### src/rtl/core/prf_pkg.sv
// Shared types, constants and codes for the FIFO/LRU page replacement core.
`timescale 1ns / 1ps

package prf_pkg;

  // Page field width and page space (page numbers wrap inside this space)
  localparam int PAGE_W        = 5;
  localparam int VIRTUAL_PAGES = 32;

  // Frame parameter limits and defaults
  localparam int MAX_FRAMES_DEF  = 32;
  localparam int MAX_FRAMES_LIM  = 64;
  localparam int FIDX_W          = $clog2(MAX_FRAMES_LIM);
  localparam int COUNT_BITS_DEF  = 16;

  // Result field widths
  localparam int FRAME_OUT_W = 5;
  localparam int FCOUNT_W    = 16;

  // Configuration port
  localparam int CFG_IDX_W  = 1;
  localparam int CFG_DATA_W = 6;
  localparam logic [CFG_IDX_W-1:0] CFG_FRAME_COUNT = 1'b0;
  localparam logic [CFG_IDX_W-1:0] CFG_POLICY      = 1'b1;
  localparam logic [CFG_DATA_W-1:0] FRAME_COUNT_RST = 6'd4;

  // Replacement policy codes
  localparam logic POL_FIFO = 1'b0;
  localparam logic POL_LRU  = 1'b1;

  // One page reference request
  typedef struct packed {
    logic              start_run;
    logic [PAGE_W-1:0] page_number;
  } req_t;

  // One reference result
  typedef struct packed {
    logic                   fault;
    logic [FRAME_OUT_W-1:0] frame_number;
    logic                   evicted_valid;
    logic [PAGE_W-1:0]      evicted_page;
    logic [FCOUNT_W-1:0]    fault_count;
  } res_t;

  // Broadcast command from the sequencer to every frame cell
  typedef struct packed {
    logic [PAGE_W-1:0] page;       // page looked up or written
    logic [FIDX_W:0]   used;       // frames in use now
    logic [FIDX_W:0]   limit;      // frames eligible as victims
    logic [FIDX_W-1:0] target;     // recency rank searched for
    logic [FIDX_W-1:0] sel_idx;    // frame read out on the select lane
    logic              touch_en;   // refresh recency around touch_idx
    logic              write_en;   // load page into frame touch_idx
    logic [FIDX_W-1:0] touch_idx;
    logic [FIDX_W-1:0] touch_old;  // rank the touched frame had
    logic [FIDX_W:0]   bound;      // frames that age on this touch
  } cell_cmd_t;

  // Data passed from cell to cell along the chain
  typedef struct packed {
    logic              hit;
    logic [FIDX_W-1:0] hit_idx;
    logic [FIDX_W-1:0] hit_rank;
    logic [PAGE_W-1:0] sel_owner;
    logic [FIDX_W-1:0] sel_rank;
    logic              fnd;
    logic [FIDX_W-1:0] fnd_idx;
  } cell_lnk_t;

endpackage

### src/rtl/core/prf_cell.sv
// One frame cell: owner page and recency rank, with lookup and select lanes.
`timescale 1ns / 1ps

module prf_cell #(
  parameter int IDX = 0
) (
  input  logic                  clk,
  input  prf_pkg::cell_cmd_t    cmd,
  input  prf_pkg::cell_lnk_t    lnk_i,
  output prf_pkg::cell_lnk_t    lnk_o
);
  import prf_pkg::*;

  localparam logic [FIDX_W-1:0] IDX_C = FIDX_W'(IDX);
  localparam logic [FIDX_W:0]   IDX_X = (FIDX_W+1)'(IDX);

  logic [PAGE_W-1:0] owner_r, owner_nxt;
  logic [FIDX_W-1:0] rank_r,  rank_nxt;
  logic              in_use;
  logic              match;
  logic              sel;
  logic              fmatch;

  // Compare against the broadcast command
  assign in_use = IDX_X < cmd.used;
  assign match  = in_use && (owner_r == cmd.page);
  assign sel    = (IDX_C == cmd.sel_idx);
  assign fmatch = (IDX_X < cmd.limit) && (rank_r == cmd.target);

  // Merge this cell's answers into the chain
  always_comb begin
    lnk_o           = lnk_i;
    lnk_o.hit       = lnk_i.hit | match;
    lnk_o.hit_idx   = lnk_i.hit_idx   | (match ? IDX_C : '0);
    lnk_o.hit_rank  = lnk_i.hit_rank  | (match ? rank_r : '0);
    lnk_o.sel_owner = lnk_i.sel_owner | (sel ? owner_r : '0);
    lnk_o.sel_rank  = lnk_i.sel_rank  | (sel ? rank_r : '0);
    lnk_o.fnd       = lnk_i.fnd | fmatch;
    lnk_o.fnd_idx   = lnk_i.fnd_idx   | (fmatch ? IDX_C : '0);
  end

  // Touch makes this frame newest or ages it; write loads a new owner
  always_comb begin
    owner_nxt = owner_r;
    rank_nxt  = rank_r;
    if (cmd.touch_en) begin
      if (IDX_C == cmd.touch_idx) begin
        rank_nxt = '0;
      end else if ((IDX_X < cmd.bound) && (rank_r < cmd.touch_old)) begin
        rank_nxt = rank_r + FIDX_W'(1);
      end
    end
    if (cmd.write_en && (IDX_C == cmd.touch_idx)) begin
      owner_nxt = cmd.page;
    end
  end

  always_ff @(posedge clk) begin
    owner_r <= owner_nxt;
    rank_r  <= rank_nxt;
  end

endmodule

### src/rtl/core/page_replacement_fifo_lru_core.sv
// Page replacement core: one frame cell per frame with a sequencer at the head.
// A request passes the lookup (S_LOOK) and update (S_UPD) steps before the result
// strobes; an LRU eviction adds a find step (S_FIND) between them that repeats, one
// rank lower each time, when frame_count sits below the frames in use. The core takes
// no new request until the last one is through: busy drops in the cycle the result
// strobes, so the next request may start then. Synchronous active-low reset empties all
// frames, zeroes the fault count, sets frame_count 4, FIFO.
`timescale 1ns / 1ps

module page_replacement_fifo_lru_core #(
  parameter int MAX_FRAMES = prf_pkg::MAX_FRAMES_DEF,
  parameter int COUNT_BITS = prf_pkg::COUNT_BITS_DEF
) (
  input  logic                           clk,
  input  logic                           rst_n,
  input  logic                           start,
  output logic                           busy,
  input  prf_pkg::req_t                  in_req,
  output logic                           out_valid,
  output prf_pkg::res_t                  out_res,
  input  logic                           cfg_valid,
  output logic                           cfg_ready,
  input  logic [prf_pkg::CFG_IDX_W-1:0]  cfg_index,
  input  logic [prf_pkg::CFG_DATA_W-1:0] cfg_data
);
  import prf_pkg::*;

  localparam logic [FIDX_W:0] MAXF = (FIDX_W+1)'(MAX_FRAMES);

  typedef enum logic [3:0] {
    S_IDLE = 4'b0001,
    S_LOOK = 4'b0010,
    S_FIND = 4'b0100,
    S_UPD  = 4'b1000
  } state_t;

  state_t              state_r, state_nxt;
  logic [PAGE_W-1:0]   page_r, page_nxt;
  logic [FIDX_W:0]     used_r, used_nxt;
  logic [FIDX_W-1:0]   oldest_r, oldest_nxt;
  logic [COUNT_BITS-1:0] faults_r, faults_nxt;
  logic                hit_r, hit_nxt;
  logic                evict_r, evict_nxt;
  logic [FIDX_W-1:0]   victim_r, victim_nxt;
  logic [FIDX_W-1:0]   vrank_r, vrank_nxt;
  logic [FIDX_W-1:0]   target_r, target_nxt;
  logic [CFG_DATA_W-1:0] fcount_r;
  logic                policy_r;
  logic                out_valid_r, out_valid_nxt;
  res_t                out_res_r, out_res_nxt;

  logic [FIDX_W:0]     fc_ext;
  logic [FIDX_W:0]     n_lim;
  logic [FIDX_W-1:0]   osel;
  logic                accept;
  cell_cmd_t           cmd;
  cell_lnk_t           lnk [0:MAX_FRAMES];

  assign accept    = start && !busy;
  assign busy      = (state_r != S_IDLE);
  assign cfg_ready = 1'b1;
  assign out_valid = out_valid_r;
  assign out_res   = out_res_r;

  // Clamp the configured frame count to 1..MAX_FRAMES
  assign fc_ext = (FIDX_W+1)'(fcount_r);
  always_comb begin
    if (fc_ext == '0) begin
      n_lim = (FIDX_W+1)'(1);
    end else if (fc_ext > MAXF) begin
      n_lim = MAXF;
    end else begin
      n_lim = fc_ext;
    end
  end

  // FIFO victim, wrapped when the count dropped below it
  assign osel = ({1'b0, oldest_r} >= n_lim) ? '0 : oldest_r;

  // Frame cell chain
  assign lnk[0] = '0;
  for (genvar g = 0; g < MAX_FRAMES; g++) begin : g_cell
    prf_cell #(.IDX(g)) u_cell (
      .clk   (clk),
      .cmd   (cmd),
      .lnk_i (lnk[g]),
      .lnk_o (lnk[g+1])
    );
  end

  // Drive the cell command for the current step
  always_comb begin
    cmd           = '0;
    cmd.page      = page_r;
    cmd.used      = used_r;
    cmd.limit     = n_lim;
    cmd.target    = target_r;
    cmd.sel_idx   = victim_r;
    cmd.touch_idx = victim_r;
    cmd.touch_old = vrank_r;
    cmd.bound     = used_r;
    if (state_r == S_LOOK) begin
      // read out the FIFO candidate's rank during lookup
      cmd.sel_idx = osel;
    end
    if (state_r == S_UPD) begin
      cmd.touch_en = 1'b1;
      cmd.write_en = !hit_r;
      if (!hit_r && !evict_r) begin
        // fill a free frame: every frame in use ages
        cmd.touch_old = used_r[FIDX_W-1:0];
        cmd.bound     = used_r + (FIDX_W+1)'(1);
      end
    end
  end

  // Sequencer
  always_comb begin
    state_nxt     = state_r;
    page_nxt      = page_r;
    used_nxt      = used_r;
    oldest_nxt    = oldest_r;
    faults_nxt    = faults_r;
    hit_nxt       = hit_r;
    evict_nxt     = evict_r;
    victim_nxt    = victim_r;
    vrank_nxt     = vrank_r;
    target_nxt    = target_r;
    out_valid_nxt = 1'b0;
    out_res_nxt   = out_res_r;
    unique case (state_r)
      S_IDLE: begin
        if (accept) begin
          page_nxt = in_req.page_number;
          if (in_req.start_run) begin
            used_nxt   = '0;
            oldest_nxt = '0;
            faults_nxt = '0;
          end
          state_nxt = S_LOOK;
        end
      end
      S_LOOK: begin
        hit_nxt   = lnk[MAX_FRAMES].hit;
        evict_nxt = 1'b0;
        if (lnk[MAX_FRAMES].hit) begin
          victim_nxt = lnk[MAX_FRAMES].hit_idx;
          vrank_nxt  = lnk[MAX_FRAMES].hit_rank;
          state_nxt  = S_UPD;
        end else begin
          if (faults_r != '1) begin
            faults_nxt = faults_r + COUNT_BITS'(1);
          end
          if (used_r < n_lim) begin
            victim_nxt = used_r[FIDX_W-1:0];
            state_nxt  = S_UPD;
          end else if (policy_r == POL_LRU) begin
            target_nxt = FIDX_W'(used_r - (FIDX_W+1)'(1));
            state_nxt  = S_FIND;
          end else begin
            victim_nxt = osel;
            vrank_nxt  = lnk[MAX_FRAMES].sel_rank;
            evict_nxt  = 1'b1;
            oldest_nxt = (({1'b0, osel} + (FIDX_W+1)'(1)) >= n_lim) ? '0
                         : osel + FIDX_W'(1);
            state_nxt  = S_UPD;
          end
        end
      end
      S_FIND: begin
        // step the rank down until an eligible frame holds it
        if (lnk[MAX_FRAMES].fnd) begin
          victim_nxt = lnk[MAX_FRAMES].fnd_idx;
          vrank_nxt  = target_r;
          evict_nxt  = 1'b1;
          state_nxt  = S_UPD;
        end else begin
          target_nxt = target_r - FIDX_W'(1);
        end
      end
      S_UPD: begin
        if (!hit_r && !evict_r) begin
          used_nxt = used_r + (FIDX_W+1)'(1);
        end
        out_valid_nxt             = 1'b1;
        out_res_nxt.fault         = !hit_r;
        out_res_nxt.frame_number  = FRAME_OUT_W'(victim_r);
        out_res_nxt.evicted_valid = evict_r;
        out_res_nxt.evicted_page  = evict_r ? lnk[MAX_FRAMES].sel_owner : '0;
        out_res_nxt.fault_count   = FCOUNT_W'(faults_r);
        state_nxt                 = S_IDLE;
      end
      default: begin
        state_nxt = S_IDLE;
      end
    endcase
  end

  // Control registers
  always_ff @(posedge clk) begin
    if (!rst_n) begin
      state_r     <= S_IDLE;
      used_r      <= '0;
      oldest_r    <= '0;
      faults_r    <= '0;
      out_valid_r <= 1'b0;
    end else begin
      state_r     <= state_nxt;
      used_r      <= used_nxt;
      oldest_r    <= oldest_nxt;
      faults_r    <= faults_nxt;
      out_valid_r <= out_valid_nxt;
    end
  end

  // Request payload and result registers
  always_ff @(posedge clk) begin
    page_r    <= page_nxt;
    hit_r     <= hit_nxt;
    evict_r   <= evict_nxt;
    victim_r  <= victim_nxt;
    vrank_r   <= vrank_nxt;
    target_r  <= target_nxt;
    out_res_r <= out_res_nxt;
  end

  // Configuration writes
  always_ff @(posedge clk) begin
    if (!rst_n) begin
      fcount_r <= FRAME_COUNT_RST;
      policy_r <= POL_FIFO;
    end else if (cfg_valid && cfg_ready) begin
      unique case (cfg_index)
        CFG_FRAME_COUNT: fcount_r <= cfg_data;
        CFG_POLICY:      policy_r <= cfg_data[0];
        default:         fcount_r <= fcount_r;
      endcase
    end
  end

endmodule
### config.mk
export PLATFORM = sky130hd
export DESIGN_NAME = page_replacement_fifo_lru_core
export DESIGN_NICKNAME = d
export VERILOG_FILES = /design/src/rtl/core/prf_pkg.sv /design/src/rtl/core/prf_cell.sv /design/src/rtl/core/page_replacement_fifo_lru_core.sv
export SDC_FILE = /design/constraint.sdc
export NUM_CORES = 1
export LEC_CHECK = 0
export BUFFER_PORTS_ARGS = -buffer_cell sky130_fd_sc_hd__buf_2
export CORE_ASPECT_RATIO = 0.75
export CORE_UTILIZATION = 50
export CTS_BUF_LIST = sky130_fd_sc_hd__clkbuf_2 sky130_fd_sc_hd__clkbuf_4 sky130_fd_sc_hd__clkbuf_8
export DETAILED_ROUTE_END_ITERATION = 16
export GPL_TIMING_DRIVEN = 1
export PLACE_DENSITY = 0.71
export SLEW_MARGIN = 0
export SYNTH_ARGS = -nofsm -noshare
export SYNTH_HDL_FRONTEND = slang
export SYNTH_HIERARCHICAL = 1
export SYNTH_SLANG_ARGS = --single-unit
export TNS_END_PERCENT = 50
### constraint.sdc
create_clock -name clk -period 14.8 [get_ports clk]
set_clock_uncertainty 0.2 [all_clocks]
set_input_delay 2.22 -clock clk [delete_from_list [all_inputs] [get_ports clk]]
set_output_delay 2.22 -clock clk [all_outputs]
set_load 0.05 [all_outputs]
Yosys cells after proc, flatten, opt, wreduce, memory -nomap -nowiden
Cells that the tools add are included. Widths: inputs -> output; s select.

Flip-flop bits (word level): 446. Bits of input ports: 17. Output and inout bits: 31. Word-level logic and storage cells: 1067.

Add/sub/neg operators: 38. Magnitude comparators: 132. Eq/ne operators: 145. Muxes and demuxes: 240. Bitwise gates (word level): 216. Reductions and logical operators: 214.

Operators by type and width (count): $or 6x6->6 (120); $mux 6 (117); $lt 5x7->1 const A (48); $mux 5 (64); $add 6x1->6 const B (33); $eq 5x6->1 const A (32); $eq 6x6->1 (32); $lt 6x6->1 (32); $lt 4x7->1 const A (24); $eq 5x5->1 (32); $or 5x5->5 (31); $logic_and 1x1->1 (130); $eq 4x6->1 const A (16); $lt 3x7->1 const A (12); $mux 4 (21); $reduce_and 2->1 (37); $reduce_bool 2->1 (35); $mux 16 (4); $or 1x1->1 (62); $eq 3x6->1 const A (8); $pmux 6 s2 (4); $lt 1x7->1 const A (6); $lt 2x7->1 const A (6); $pmux 16 s2 (1); 37 further kinds (78).

Logic depth before layout (Yosys ltp)
Word-level depth: 43. Depth in mapped cells: 46. Depth with buffers taken out: 45.

Modules after synthesis
The synthesis kept the hierarchy.

By module, submodules not included: page_replacement_fifo_lru_core (times used 1, cells each 474, area each 4689.5 um2, seq. area each 2412.3 um2); prf_cell at g_cell[1].u_cell ... (times used 2, cells each 106, area each 1043.5 um2, seq. area each 330.3 um2); prf_cell at g_cell[0].u_cell ... (times used 2, cells each 106, area each 1039.7 um2, seq. area each 330.3 um2); prf_cell at g_cell[6].u_cell (times used 1, cells each 107, area each 1053.5 um2, seq. area each 330.3 um2); prf_cell at g_cell[18].u_cell (times used 1, cells each 106, area each 1052.3 um2, seq. area each 330.3 um2); prf_cell at g_cell[25].u_cell (times used 1, cells each 106, area each 1047.3 um2, seq. area each 330.3 um2); prf_cell at g_cell[2].u_cell (times used 1, cells each 107, area each 1046.0 um2, seq. area each 330.3 um2); prf_cell at g_cell[20].u_cell (times used 1, cells each 108, area each 1044.8 um2, seq. area each 330.3 um2); prf_cell at g_cell[10].u_cell (times used 1, cells each 105, area each 1043.5 um2, seq. area each 330.3 um2); prf_cell at g_cell[12].u_cell (times used 1, cells each 109, area each 1043.5 um2, seq. area each 330.3 um2); prf_cell at g_cell[8].u_cell (times used 1, cells each 108, area each 1042.2 um2, seq. area each 330.3 um2); prf_cell at g_cell[29].u_cell (times used 1, cells each 107, area each 1039.7 um2, seq. area each 330.3 um2); prf_cell at g_cell[4].u_cell (times used 1, cells each 106, area each 1038.5 um2, seq. area each 330.3 um2); prf_cell at g_cell[21].u_cell (times used 1, cells each 105, area each 1034.7 um2, seq. area each 330.3 um2); +17 rows.

Least setup slack after synthesis
OpenSTA, ideal clock, no wires.

Path type: register -> register. Start: register page_r[4]. End: register faults_r[4]. Setup time: 0.115 ns. Arrival: 10.593 ns. Required time: 14.485 ns. Path slack: 3.892 ns. Cell stages (with the launch flop): 42. Path buffers: 1. Clock period less this slack: 10.908 ns. Path through: edfxtp_1 xnor2_1 nand3_1 nor4_2 or2_1 or2_1 or2_2 or2_1 or2_2 or2_1 or2_1 or2_1 or2_2 or2_2 or2_1 or2_1 or2_2 or2_2 [... 6 more ...] or2_1 or2_2 or2_1 or2_2 or2_1 or2_1 or2_1 or2_2 or2_1 or2_2 or2_2 nand2b_1 o22ai_2 o21a_1 buf_4 nand2_1 o21a_1 o21ba_2.

RTL lines: from (decl) (line page_replacement_fifo_lru_core.sv:38) `logic [PAGE_W-1:0] page_r, page_nxt;`; from (signal assigned) (line page_replacement_fifo_lru_core.sv:218) `page_r <= page_nxt;`; to (signal assigned) (line page_replacement_fifo_lru_core.sv:211) `faults_r <= faults_nxt;`; to (decl) (line page_replacement_fifo_lru_core.sv:41) `logic [COUNT_BITS-1:0] faults_r, faults_nxt;`.

==> run metrics <==
status completed; fillers 6607; Die Y around 240 um; Sw Share 0.269; CP required between 15 and 20 ns; kind of critical path flop to flop; share of cells above drive strength 1 0.127; clock sinks roughly 450; DR pass1 iterations 6; post-CTS setup buffers 0; most frequent cells in the layout a21o_1 (543), edfxtp_1 (405), xor2_1 (280); synthesized cell area 0.0376 mm2; RSZ-0062 raised after global routing no; area grow syn2layout 4.34%; Final setup viols 0; DP HPWL 78400 um; # hold bufs at CTS 0; XOR/XNOR Fraction of Synth Area 0.119; H-tree levels 3; total number of vias ~29k; synth warn 6; DR WL/cell 23.5 um; Synth Area in Simple Gates 0.199; Post-CTS Resized 0; DRC violations left 0; leakage power about 17 nW; Cell variety after synth 110; Buf/Inv on CP 1; Worst-Skew Late Latency around 0.7 ns; Total Routed Length between 100000 and 150000 um; Root Buffer clkbuf_8; Port Buffer Count 46; Synth Flop Type edfxtp_1; Adder-Cell Fraction of Synth Area 0.0708; Compound-Gate Fraction of Synth Area 0.180; Die Footprint 0.0764 mm2; final worst path period need about 12 ns; clock group share of total power 0.397; Fin. Hold Viols 0; family with the most delay on the worst path simple AND/OR/NAND/NOR gates; max_cap viols 0; internal power around 2.1 mW; multiplexer share of the synthesized area 0.00319; Slowest cell on crit path nand2b_1; switching power around 0.77 mW; Layout Nets about 4k; Post-Synthesis Cells 3854; commonest non-fill, non-tap cell in the layout a21o_1; drt via density about 6.1; Post-synth EDFFs just over 400; Worst Setup End Kind flop; total grt overflow 0; startpoint types flop; count of final max-slew check failures 0; crit path DAT approximately 12 ns; final RePlAce weighted congestion about 0.96; # rows 86; diode count 0; first-pass GRT wire length 170000 um; post-route cell area 0.0393 mm2; Placed Area roughly 0.038 mm2; Slew @ Worst Pin between 1 and 1.5 ns; vias in the first global route around 27k; syn_area_per_cell 9.76 um2; All-Layer GR Usage 0.291; pwr/cell area around 73 mW/mm2; ys async rst share 0; Die Wd around 320 um; Core Region 0.0739 mm2; peak per-stage delay on the critical path 0.67 ns; setup TNS 0 ns; largest net degree at the start of global routing 51; final period utilization 0.805; Flop pwr share 0.483; CP max FO 32; number of synthesized register bits 446; clk buf depth 3; slew margin rel. 0.139; Num CTS Buffers between 70 and 80; f_max ~84 MHz; Non-Filler Instances between 4k and 5k; Reg clk slew, reported paths approximately 0.07 ns; register area share after synthesis 0.345; DR iter-0 viols around 3.6k; Comb pwr share 0.120; Hold Path Class flop to flop; largest family of logic cells by synthesized area simple AND/OR/NAND/NOR gates; I/O pin total 48; Starting Density 0.509; maximum vdd drop around 0.089 mV; most frequent CP cell or2_1; CTS tree yes; initial antenna violation count 2; Final ANT Viol Nets 0; DP Cell Count roughly 4.7k
[logic make-up after synthesis]
family,after synthesis
flops,446
other cells,2
fa+ha+maj,213
compound gates,912
mux,12
simple gates,1208
buf+inv,556
xor+xnor,505
[worst paths after layout]
| check | end | from | slack (ns) | cells after the start |
|---|---|---|---|---|
| worst min-delay path | out_res[14] | faults_r[14] | 0.29 | 0 |
| worst max-delay path | faults_r[4] | used_r[1] | 2.89 | 41 |
| worst min register to register | out_res[14] | faults_r[14] | 0.29 | 0 |
| worst max register to register | faults_r[4] | used_r[1] | 2.89 | 41 |
[cell usage after synthesis (8+ instances only)]
| cell | count | area, um2 |
|---|---|---|
| o221ai_1 | 12 | 105 |
| o21ai_0 | 59 | 295 |
| a21oi_1 | 98 | 490 |
| edfxtp_1 | 405 | 12200 |
| nor2_1 | 242 | 908 |
| a2111oi_0 | 8 | 70.1 |
| or4_4 | 9 | 101 |
| xor2_1 | 281 | 2460 |
| a22o_1 | 11 | 96.3 |
| nor4_2 | 15 | 188 |
| xnor2_1 | 215 | 1880 |
| o21a_1 | 20 | 150 |
| nand3_1 | 122 | 611 |
| buf_2 | 34 | 170 |
| or2_1 | 70 | 438 |
| ha_1 | 213 | 2670 |
| a211o_1 | 11 | 96.3 |
| nand2b_1 | 137 | 857 |
| nor3b_2 | 9 | 113 |
| nor2b_1 | 42 | 263 |
| and3_1 | 42 | 263 |
| nor3_4 | 8 | 130 |
| a21o_2 | 30 | 263 |
| nor3_1 | 44 | 220 |
| mux2i_1 | 12 | 120 |
| dfxtp_1 | 41 | 821 |
| and2_1 | 38 | 238 |
| or2_2 | 45 | 282 |
| a211oi_1 | 16 | 120 |
| nor4_4 | 22 | 468 |
| a21boi_0 | 11 | 82.6 |
| inv_1 | 206 | 773 |
| clkbuf_1 | 61 | 229 |
| nand4bb_1 | 20 | 225 |
| nor4_1 | 44 | 275 |
| buf_4 | 236 | 1770 |
| nor3_2 | 19 | 190 |
| buf_6 | 13 | 146 |
| nor3b_1 | 12 | 90.1 |
| a21o_1 | 543 | 4080 |
| nand4_1 | 68 | 425 |
| or4b_1 | 10 | 100 |
| nand2_1 | 128 | 480 |
| nand4b_1 | 14 | 123 |
[final cells by class]
type / instances / area [um2] / share of cell area
clock inverter: 36 / 235 / 0.00599
timing repair buffer: 140 / 936 / 0.0238
clock buffer: 98 / 1230 / 0.0313
inverter: 209 / 787 / 0.0200
sequential: 446 / 13000 / 0.331
multi-input combinational: 2914 / 21900 / 0.557
tap: 968 / 1210 / 0.0309
[registers in the layout, indices dropped and copies added, names as in the netlist, 4 cells and up]
signal                 flops
target_r                   6
victim_r                   6
vrank_r                    6
used_r                     7
out_res                   28
fcount_r                   6
g_cell.u_cell/owner_r    160
faults_r                  16
oldest_r                   6
state_r                    4
page_r                     5
g_cell.u_cell/rank_r     192
[stage by stage]
stage / total power, mW / utilization / worst slack (ns) / hold WS (ns)
3_5_place_dp: 1.73 / 0.511 / 3.03 / 0.275
4_1_cts: 2.86 / 0.531 / 2.99 / 0.283
5_1_grt: 2.94 / 0.531 / 2.46 / 0.300
2_1_floorplan: 1.68 / - / 3.89 / 0.242
6_report: 2.85 / 0.531 / 2.89 / 0.289
3_3_place_gp: 1.73 / 0.511 / 3.11 / 0.272
[worst register-to-register path: cells and delay by family, from the launching register on]
| kind | cells | cell delay (ns) |
|---|---|---|
| and+or+nand+nor | 36 | 9.71 |
| AOI/OAI and AO/OA | 4 | 1.38 |
| buffers and inverters | 1 | 0.23 |
| DFF | 1 | 0.30 |
[power by group through the flow]
stage	clock (mW)	combinational [mW]	sequential, mW
after floorplan	0	0.252	1.43
after global routing	1.20	0.361	1.38
after global placement	0	0.323	1.40
after CTS	1.15	0.329	1.38
after detailed placement	0	0.326	1.40
final	1.13	0.341	1.38
[layer usage]
layer / vias to the layer above / share of wire / track usage
met2: 1686 / 0.39 / 0.396
li1: 13400 / - / -
met1: 14000 / 0.45 / 0.430
met4: 2 / 0.030 / 0.0922
met3: 221 / 0.13 / 0.0917
met5: - / 0.00089 / 0.00952
No activity file was read; power rests on OpenSTA's default activity.
